$ cat src/rtl/smx_pkg.sv
// Package: opcodes, error codes and shared types for the stack machine execute unit
`default_nettype none
package smx_pkg;

    localparam int unsigned StackDepthDef = 256;
    localparam int unsigned IpBitsDef     = 16;

    typedef enum logic [4:0] {
        OP_PUSH    = 5'd0,
        OP_DUP     = 5'd1,
        OP_DROP    = 5'd2,
        OP_SWAP    = 5'd3,
        OP_NOT     = 5'd4,
        OP_LSTART  = 5'd5,
        OP_LEND    = 5'd6,
        OP_OUTCHAR = 5'd7,
        OP_OUTNUM  = 5'd8,
        OP_INCHAR  = 5'd9,
        OP_INNUM   = 5'd10,
        OP_ADD     = 5'd11,
        OP_SUB     = 5'd12,
        OP_MUL     = 5'd13,
        OP_GT      = 5'd14,
        OP_DIV     = 5'd15,
        OP_MOD     = 5'd16
    } t_op;

    localparam logic [2:0] E_OK    = 3'd0;
    localparam logic [2:0] E_UNDER = 3'd1;
    localparam logic [2:0] E_DIV0  = 3'd2;
    localparam logic [2:0] E_CHAR  = 3'd3;
    localparam logic [2:0] E_OVER  = 3'd4;
    localparam logic [2:0] E_HALT  = 3'd5;

    // Decoded instruction as it leaves the front end
    typedef struct packed {
        logic [4:0]  kind;
        logic [1:0]  pops;      // entries needed on the stack
        logic        grows;     // pushes one new entry
        logic        binop;     // add..mod
        logic        divop;     // div or mod
        logic [63:0] operand;
        logic [63:0] read_value;
    } t_dec;

    localparam int unsigned DecBits = $bits(t_dec);

endpackage
`default_nettype wire

$ cat src/rtl/smx_front.sv
// Front end: accepts instruction items, classifies them and queues them for execution
`default_nettype none
module smx_front (
    input  wire logic               i_clk,
    input  wire logic               i_rst_n,
    input  wire logic               i_valid,
    output logic                    o_ready,
    input  wire logic [4:0]         i_kind,
    input  wire logic [63:0]        i_operand,
    input  wire logic [63:0]        i_read_value,
    output logic                    o_q_valid,
    input  wire logic               i_q_ready,
    output smx_pkg::t_dec           o_q_data
);
    import smx_pkg::*;

    // Two-entry queue between front and back
    t_dec       r_mem [2];
    logic       r_wp, n_wp, r_rp, n_rp;
    logic [1:0] r_cnt, n_cnt;
    t_dec       w_dec;
    logic       w_push, w_pop;

    // Classification of the opcode
    always_comb begin
        w_dec            = '0;
        w_dec.kind       = i_kind;
        w_dec.operand    = i_operand;
        w_dec.read_value = i_read_value;
        if (i_kind > 5'd16) begin
            w_dec.pops = 2'd0;
        end else begin
            unique case (t_op'(i_kind))
                OP_PUSH, OP_INCHAR, OP_INNUM: begin
                    w_dec.pops  = 2'd0;
                    w_dec.grows = 1'b1;
                end
                OP_DUP: begin
                    w_dec.pops  = 2'd1;
                    w_dec.grows = 1'b1;
                end
                OP_SWAP: w_dec.pops = 2'd2;
                OP_ADD, OP_SUB, OP_MUL, OP_GT: begin
                    w_dec.pops  = 2'd2;
                    w_dec.binop = 1'b1;
                end
                OP_DIV, OP_MOD: begin
                    w_dec.pops  = 2'd2;
                    w_dec.binop = 1'b1;
                    w_dec.divop = 1'b1;
                end
                default: w_dec.pops = 2'd1;
            endcase
        end
    end

    assign o_ready   = (r_cnt != 2'd2);
    assign o_q_valid = (r_cnt != 2'd0);
    assign o_q_data  = r_mem[r_rp];
    assign w_push    = i_valid && o_ready;
    assign w_pop     = o_q_valid && i_q_ready;

    always_comb begin
        n_wp  = w_push ? ~r_wp : r_wp;
        n_rp  = w_pop ? ~r_rp : r_rp;
        n_cnt = r_cnt + {1'b0, w_push} - {1'b0, w_pop};
    end

    // Queue pointers
    always_ff @(posedge i_clk) begin
        if (!i_rst_n) begin
            r_wp  <= 1'b0;
            r_rp  <= 1'b0;
            r_cnt <= 2'd0;
        end else begin
            r_wp  <= n_wp;
            r_rp  <= n_rp;
            r_cnt <= n_cnt;
        end
    end

    // Queue storage
    always_ff @(posedge i_clk) begin
        if (w_push) begin
            r_mem[r_wp] <= w_dec;
        end
    end

endmodule
`default_nettype wire

$ cat config.mk
export PLATFORM = sky130hd
export DESIGN_NAME = smx_front
export DESIGN_NICKNAME = d
export VERILOG_FILES = /design/src/rtl/smx_pkg.sv /design/src/rtl/smx_front.sv
export SDC_FILE = /design/constraint.sdc
export NUM_CORES = 1
export LEC_CHECK = 0
export ABC_AREA = 1
export BUFFER_PORTS_ARGS = -buffer_cell sky130_fd_sc_hd__buf_4
export CAP_MARGIN = 20
export CORE_MARGIN = 4
export CORE_UTILIZATION = 56
export DETAILED_ROUTE_END_ITERATION = 10
export PLACE_DENSITY = 0.81
export SYNTH_ARGS = -nofsm -noshare
export SYNTH_HDL_FRONTEND = slang
export SYNTH_SLANG_ARGS = --single-unit
$ cat constraint.sdc
create_clock -name i_clk -period 22.1 [get_ports i_clk]
set_clock_uncertainty 0.1 [all_clocks]
set_input_delay 1.105 -clock i_clk [delete_from_list [all_inputs] [get_ports i_clk]]
set_output_delay 1.105 -clock i_clk [all_outputs]
set_load 0.005 [all_outputs]
==> results of run 1 <==
layer usage:
layer	GRT usage [%]	share of wire [%]	wire [um]
met5	0	0	0
met1	23.4	36	7590
met3	5.22	9.9	2090
met4	5.60	2.6	543
met2	34.3	51	10800
how the worst max path moves through the flow:
stage               from            to  slack, ps  cells past startpoint
3_5_place_dp   flip-flop  o_q_data[43]      18460                      3
2_1_floorplan    i_valid   r_mem[0][0]      14420                      2
5_1_grt        flip-flop  o_q_data[39]      17800                      3
3_3_place_gp   flip-flop  o_q_data[43]      18500                      3
6_report       flip-flop  o_q_data[39]      17970                      3
4_1_cts        flip-flop  o_q_data[39]      17900                      3
state kept, by name (all words and copies together) (netlist names), named ones only:
| signal | count |
|---|---|
| r_mem | 276 |
| r_cnt | 2 |
| r_rp | 1 |
| r_wp | 1 |
final cells by class:
| class | count | area share, % |
|---|---|---|
| flip-flops and latches | 281 | 61.6 |
| multi-input cells | 181 | 13.1 |
| well taps | 229 | 2.10 |
| clock inverters | 19 | 1.98 |
| clock buffers | 30 | 5.05 |
| inverters | 9 | 0.248 |
| repair buffers | 283 | 15.9 |
where the power goes:
group          leakage, nW  switching [W]  internal (W)
clock                0.473       0.000182      0.000305
sequential            2.62      0.0000306      0.000681
combinational         2.02       0.000152      0.000196
total                 5.12       0.000365       0.00118
per-stage QoR:
step	util (%)	hold slack (ps)	setup slack (ps)	power, W	std cells
3_3_place_gp	69.7	340	18500	0.00106	981
5_1_grt	75.3	396	17800	0.00162	1032
6_report	75.3	349	17970	0.00155	1032
3_5_place_dp	69.7	340	18460	0.00107	981
4_1_cts	75.0	354	17900	0.00156	1030
2_1_floorplan	-	325	14420	0.000909	486
logic make-up after synthesis:
kind of cell | after synthesis | synth area share (%)
adders and majority gates | 2 | 0.242
buffers and inverters | 24 | 1.90
and+or+nand+nor | 30 | 1.21
muxes | 138 | 15.0
xor gates and xnor gates | 1 | 0.0846
DFF | 281 | 81.0
AOI/OAI and AO/OA | 10 | 0.520
synth_stat cells (all sizes together):
library cell  number
mux2             138
nand2             12
or2                2
dfxtp              5
o22ai              1
o21ai              4
xnor2              1
a21oi              4
nor3               1
edfxtp           276
nand3              5
ha                 2
o21a               1
buf               15
inv                9
nor2              10
==> impl_metrics.toml, run 1 <==
[global_routing]
grt_max_degree = 86
overflow = 0
antenna_found_initial = 0
grt_pass1_wl_um = 31100
grt_usage_pct = 19.4
grt_pass1_vias = 5897

[synthesis]
syn_area_per_cell_um2 = 21.3
synthCells = 486
yosysTopAreaCellShare_pct = 80.1
ys_ff_latch = 281
yosys.area.top_type = "edfxtp_1"
yosys-top-cells-area = "edfxtp_1 80%, mux2_2 15%, buf_6 1.5%, dfxtp_1 0.97%, nand2_1 0.44%"
synth_nets = 625
syn_area_mm2 = 0.0104
yosys_warnings = 0
ys_seq_area_share_pct = 81.0
ys_types = 18

[setup_path]
rrSetupSlack_ps = 20070
reg2reg_to = "r_mem[1][115]"
crit_slowest_cell = "buf_4"
reg2reg_depth = 6
endpoint_kind = "output pin"
rr_startpoint = "r_cnt[0]"
critPathLaunchType = "flip-flop"
slowest_delay_ps = 910
cp_cell_sequence = "buf_4, mux2_2, buf_4"
cp.required_ps = 20900
path_max_fanout = 80
path_buf_inv = 2
crit_path_frequent_cell = "buf_4"
crit_type = "flip-flop to output pin"
arrival_ps = 2930
critical-path-top-delay-family = "buffers and inverters"

[routing]
avgViaCountPerCell = 5.31
ant_nets = 0
via_count = 5479
first_pass_iters = 4
drt_iter0_markers = 243
drc = 0
wirelength_um = 21000
routedWlPerCell_um = 20.4

[timing]
min_period_over_period_pct = 18.7
slew_viol_final = 0
relSlewSlack_pct = 30.9
finalHoldViolCount = 0
worstMarginPinSlew_ps = 1040
fmax_ghz = 0.242
setup_tns_ps = 0
finalCriticalPeriod_ps = 4130
setup_viol_count_final = 0
grt_setup_unrepaired = "false"

[layout]
multiInputGateArea_mm2 = 0.00178
final_cell_mix = "281 x buf_4, 276 x edfxtp_1, 138 x mux2_2"
syn2layout_area_growth_pct = 31.5
layout-drive-gt1-share_pct = 58.4
fill_cells = 1021
layout.nets = 922
fin_area_mm2 = 0.0136
final_common_cell = "buf_4"
register_area_mm2 = 0.00839
antennaDiodeCount = 0

[clock_network]
cts_buffer_depth = 3
ctsHtreeMaxLevel = 1
cts_tree = "yes"
cts_buffers = 27
cts_root_buf = "clkbuf_16"
post_cts_buffers = 0
insertion_delay_ps = 500
clock-sinks = 281
hold_buffers = 0
clk_pin_slew_ps = 60
cts_resized = 0

[hold_path]
hold_depth = 1
hp-class = "flip-flop to flip-flop"
hold_start = "r_rp"

[floorplan]
fp-row-count = 49
die_area_mm2 = 0.0207
die_w_um = 144
die_h_um = 144
ioPinCount = 277
start_util_pct = 57.2
core_area_mm2 = 0.0181

[power]
power.density_mw_per_mm2 = 114
vdd_drop_max_mv = 0.101
p_leak_nw = 5.12

[placed_design]
gp_congestion = 0.741
dpl-instance-area_mm2 = 0.0126
port_buffers = 276
dp_hpwl_um = 14100

[job]
drv_cap = 0

[run_status]
status = "finished clean"
Note: power is estimated with default switching activity, not from simulation.
==> run 2, diff against run 1 <==
--- a/config.mk
+++ b/config.mk
@@ -5,13 +5,13 @@
 export SDC_FILE = /design/constraint.sdc
 export NUM_CORES = 1
 export LEC_CHECK = 0
-export ABC_AREA = 1
+export ABC_AREA = 0
 export BUFFER_PORTS_ARGS = -buffer_cell sky130_fd_sc_hd__buf_4
 export CAP_MARGIN = 20
 export CORE_MARGIN = 4
-export CORE_UTILIZATION = 56
+export CORE_UTILIZATION = 52
 export DETAILED_ROUTE_END_ITERATION = 10
-export PLACE_DENSITY = 0.81
+export PLACE_DENSITY = 0.76
 export SYNTH_ARGS = -nofsm -noshare
 export SYNTH_HDL_FRONTEND = slang
 export SYNTH_SLANG_ARGS = --single-unit
==> constraint.sdc (replaced) <==
create_clock -name i_clk -period 3.9 [get_ports i_clk]
set_clock_uncertainty 0.1 [all_clocks]
set_input_delay 0.195 -clock i_clk [delete_from_list [all_inputs] [get_ports i_clk]]
set_output_delay 0.195 -clock i_clk [all_outputs]
set_load 0.005 [all_outputs]
==> run 2 against run 1 <==
  * Flip-flop and latch count is the same
  * Combinational power grew to 5.9 times the previous value
  * Setup slack got worse by 17000 ps
  * Count of clock-buffer cells in the layout is 5 higher
  * Highest routed layer unchanged
  * Largest cell class unchanged
  * First-iteration DRC count increased by 12%
  * Clock power increased to 5.7 times the previous value
==> impl_metrics.toml, run 2 <==
[placed_design]
dp_hpwl_um = 14000
pre_cts_ws_ps = 1560
dp_cells = 1005
gp_congestion = 0.746
dpl-instance-area_mm2 = 0.0127
port_buffers = 276

[setup_path]
critPathLaunchType = "flip-flop"
arrival_ps = 2280
path_max_fanout = 49
endpoint_kind = "output pin"
crit_type = "flip-flop to output pin"
cp.required_ps = 3610

[synthesis]
ys_ff_latch = 281
ys_types = 30
async_reset_ff_share_pct = 0
syn_area_per_cell_um2 = 21.8
synth_most_common_cell = "edfxtp_1"
syn_area_mm2 = 0.0103
yosysTopAreaCellShare_pct = 80.3
synth_common_cells = "276 x edfxtp_1, 125 x mux2_2, 13 x mux2_1"
synthCells = 474
yosys-top-cells-area = "edfxtp_1 80%, mux2_2 14%, mux2_1 1.4%, dfxtp_1 0.97%, buf_4 0.87%"
synth_nets = 613
ys_seq_area_share_pct = 81.3
yosys.area.top_type = "edfxtp_1"
yosys_warnings = 0
synth_edf_count = 276
synth_top_flop_cell = "edfxtp_1"

[global_routing]
grt_pass1_wl_um = 36000
grt_pass1_vias = 6573
grt_usage_pct = 20.7
grt_max_degree = 81
antenna_found_initial = 0
overflow = 0

[routing]
drt_iter0_markers = 271
routedWlPerCell_um = 19.6
wirelength_um = 23400
via_count = 5953
avgViaCountPerCell = 4.99
drc = 0
first_pass_iters = 4
ant_nets = 0

[clock_network]
cts_root_buf = "clkbuf_16"
hold_buffers = 135
clk_pin_slew_ps = 60
cts_buffer_depth = 3
ctsHtreeMaxLevel = 1
insertion_delay_ps = 520
cts_buffers = 29
post_cts_buffers = 0
cts_tree = "yes"
cts_resized = 0
clock-sinks = 281

[timing]
relSlewSlack_pct = 48.1
worstMarginPinSlew_ps = 777
setup_viol_count_final = 0
setup_slack_ps = 1330
fmax_ghz = 0.389
setup_tns_ps = 0
min_period_over_period_pct = 65.9
slew_viol_final = 0
finalCriticalPeriod_ps = 2570
finalHoldViolCount = 0
grt_setup_unrepaired = "false"

[layout]
layout.nets = 1045
antennaDiodeCount = 0
postLayoutCoreUtil_pct = 77.2
syn2layout_area_growth_pct = 45.6
layout-drive-gt1-share_pct = 49.4
final_cell_mix = "279 x buf_4, 276 x edfxtp_1, 135 x dlygate4sd3_1"
final_common_cell = "buf_4"
finalNonFillerCells = 1194
top_register = "r_mem"
largest_reg_flops = 276
reg_top3 = "r_mem: 276 flops, r_cnt: 2 flops"
fin_area_mm2 = 0.0150

[floorplan]
core_area_mm2 = 0.0195
fp-row-count = 51
die_w_um = 149
die_h_um = 149
ioPinCount = 277
start_util_pct = 53.0
die_area_mm2 = 0.0222

[hold_path]
hp-class = "input pin to flip-flop"

[power]
p_leak_nw = 5.65
power.density_mw_per_mm2 = 580
vdd_drop_max_mv = 0.407

[run_status]
status = "finished clean"

[job]
drv_cap = 0
[run 2: changes by cell type after synthesis, moves of 4 or more]
cell	before	now
nand3_1	5	0
inv_1	8	4
mux2_2	138	125
nor2_1	10	4
buf_6	14	1
buf_4	0	12
mux2_1	0	13
nand2_1	12	2
[run 2: final cells by class]
class | instances | area, um2
Inverter | 4 | 18.8
Tap cell | 265 | 332
Fill cell | 1030 | 4440
Clock inverter | 19 | 228
Multi-Input combinational cell | 173 | 1800
Timing Repair Buffer | 417 | 3510
Sequential cell | 281 | 8390
Clock buffer | 35 | 748
[run 2: worst max-delay path: stages (launching register included)]
cell	delay [ps]
dfxtp_4	550
buf_4	600
mux2_2	430
buf_4	140
[run 2: worst paths after layout]
kind	startpoint	to	slack (ps)	cells after the start
worst max-delay path	flip-flop	o_q_data[109]	1330	3
worst min-delay path	i_q_ready	flip-flop	20	4
worst max register to register	r_cnt[0]	r_mem[0][12]	1550	4
worst min register to register	r_rp	flip-flop	420	2
[run 2: logic make-up after synthesis]
family | count (synthesis) | share of synthesized area, %
xor gates and xnor gates | 4 | 0.340
AOI/OAI and AO/OA | 11 | 0.740
and+or+nand+nor | 18 | 1.04
adders and majority gates | 2 | 0.243
buffers and inverters | 20 | 1.27
DFF | 281 | 81.3
muxes | 138 | 15.1
[run 2: layer usage]
| layer | part of all wire (%) | wire [um] | GRT usage (%) |
|---|---|---|---|
| met5 | 0 | 0 | 0 |
| met4 | 2.4 | 564 | 5.54 |
| met3 | 8.6 | 2010 | 5.99 |
| met2 | 51 | 11900 | 36.9 |
| met1 | 38 | 8870 | 24.9 |
[run 2: power by group]
part           switching (W)  internal (W)  leakage [nW]
clock                0.00110       0.00170         0.479
sequential          0.000116       0.00375          2.62
combinational       0.000888       0.00116          2.55
[run 2: metrics by stage]
step | hold WS (ps) | power [W]
after floorplan | 194 | 0.00487
after global placement | 280 | 0.00581
after detailed placement | 283 | 0.00586
after CTS | 7.88 | 0.00877
after global routing | 24.6 | 0.00910
final | 15.3 | 0.00872
==> run 3, diff against run 2 <==
==> constraint.sdc (replaced) <==
create_clock -name i_clk -period 2.5 [get_ports i_clk]
set_clock_uncertainty 0.1 [all_clocks]
set_input_delay 0.125 -clock i_clk [delete_from_list [all_inputs] [get_ports i_clk]]
set_output_delay 0.125 -clock i_clk [all_outputs]
set_load 0.005 [all_outputs]
==> run 3 against run 2 <==
  * Setup slack got worse by 1100 ps
  * Die area is the same
  * Clock power increased by 30%
  * Wire length is 1.4% higher
  * Flip-flop and latch count unchanged
  * Via count up 0.29%
  * Combinational power is 59% higher
  * Highest routed layer unchanged
==> impl_metrics.toml, run 3 (same netlist as run 2, synthesis figures left out) <==
[floorplan]
fp-row-count = 51
ioPinCount = 277
die_area_mm2 = 0.0222
start_util_pct = 53.0
core_area_mm2 = 0.0195
die_w_um = 149
die_h_um = 149

[setup_path]
rr_startpoint = "r_cnt[0]"
reg2reg_to = "r_mem[0][37]"
cp_cell_sequence = "buf_12, mux2_2, buf_4"
crit_cells = 3
path_max_fanout = 59
arrival_ps = 2050
reg2reg_depth = 4
slowest_delay_ps = 590
endpoint = "o_q_data[109]"
crit_slowest_cell = "dfxtp_4"
crit_type = "flip-flop to output pin"
critical-path-top-delay-family = "flip-flops"
critPathLaunchType = "flip-flop"
path_buf_inv = 2
cp.required_ps = 2280
rrSetupSlack_ps = 670
endpoint_kind = "output pin"

[global_routing]
grt_pass1_vias = 6560
busiest_layer = "met2"
antenna_found_initial = 2
grt_max_degree = 73
met2_usage_pct = 38.6
grt_usage_pct = 20.7
grt.met1_usage_pct = 24.4
grt_use_met3_pct = 5.17
overflow = 0
grt_pass1_wl_um = 35900

[routing]
wirelength_um = 23700
drt_iter0_markers = 323
drc = 0
first_pass_iters = 4
routedWlPerCell_um = 19.9
ant_nets = 0
avgViaCountPerCell = 5.01
via_count = 5970

[timing]
slew_viol_final = 0
fmax_ghz = 0.440
setup_slack_ps = 230
setup_viol_count_final = 0
grt_setup_unrepaired = "false"
worstMarginPinSlew_ps = 422
finalHoldViolCount = 0
finalCriticalPeriod_ps = 2270
min_period_over_period_pct = 90.8
relSlewSlack_pct = 71.8

[placed_design]
port_buffers = 276
dp_cells = 1006
gp_congestion = 0.766
pre_cts_ws_ps = 648
dp_hpwl_um = 14000

[layout]
postLayoutCoreUtil_pct = 76.6
final_common_cell = "buf_4"
largest_reg_flops = 276
layout-drive-gt1-share_pct = 48.8
final_cell_mix = "277 x buf_4, 276 x edfxtp_1, 136 x dlygate4sd3_1"
layout.nets = 1045
fill_cells = 1057
syn2layout_area_growth_pct = 44.5
finalNonFillerCells = 1192
top_register = "r_mem"
reg_top3 = "r_mem: 276 flops, r_cnt: 2 flops"

[clock_network]
insertion_delay_ps = 510
clk_pin_slew_ps = 60
cts_root_buf = "clkbuf_16"
cts_tree = "yes"
clock-sinks = 281
ctsHtreeMaxLevel = 1
cts_buffer_depth = 3
cts_buffers = 27

[power]
vdd_drop_max_mv = 0.584
power.density_mw_per_mm2 = 868
p_leak_nw = 5.59

[hold_path]
hp-class = "input pin to flip-flop"
hold_depth = 2

[job]
drv_cap = 0

[run_status]
status = "finished clean"
-- run 3: how the worst min path moves through the flow --
stage / slack [ps] / start / to
6_report: 240 / i_operand[22] / r_mem[1][86]
5_1_grt: 220 / i_read_value[37] / r_mem[0][37]
4_1_cts: 210 / i_operand[20] / r_mem[0][84]
3_5_place_dp: 210 / i_read_value[58] / r_mem[0][58]
3_3_place_gp: 210 / i_operand[17] / r_mem[1][81]
2_1_floorplan: 120 / i_read_value[0] / r_mem[0][0]
-- run 3: through the flow --
stage | instance area, um2 | TNS [ps] | power [W] | hold WS, ps
CTS | 14900 | 0 | 0.0130 | 206
floorplan | 10300 | -121640 | 0.00761 | 124
detailed placement | 12800 | 0 | 0.00919 | 212
finish | 14900 | 0 | 0.0129 | 240
global route | 14900 | 0 | 0.0135 | 222
global placement | 12800 | 0 | 0.00909 | 210
-- run 3: worst reg2reg max path: cells and delay by family, from the launching register on --
family                 cells  cell delay, ps
flip-flops                 1             350
buffers and inverters      2             710
AND/OR/NAND/NOR            2             270
-- run 3: repair_timing --
action | in CTS | in global routing
gates resized for setup | 0 | 0
endpoints found under the hold margin | 281 | 0
setup endpoints to repair | 0 | 0
hold buffers | 136 | 0
buffers inserted | 0 | 0
-- run 3: area by class of cell --
type,count,area (um2),area share [%]
Antenna cell,2,5.00,0.0336
Timing Repair Buffer,419,3560,23.9
Clock buffer,30,687,4.61
Tap cell,265,332,2.22
Inverter,4,18.8,0.126
Multi-Input combinational cell,173,1810,12.1
Sequential cell,281,8390,56.3
Clock inverter,18,103,0.688
-- run 3: power breakdown --
group	switching, W	leakage [nW]	total, W	internal (W)
Clock	0.00159	0.387	0.00365	0.00206
Sequential	0.000200	2.62	0.00605	0.00585
Combinational	0.00139	2.57	0.00325	0.00186
Total	0.00318	5.59	0.0129	0.00977
-- run 3: layer usage --
| layer | vias up | share of wire [%] |
|---|---|---|
| li1 | 2746 | - |
| met1 | 2957 | 37 |
| met2 | 235 | 53 |
| met3 | 32 | 8.0 |
| met4 | 0 | 1.5 |
| met5 | - | 0 |
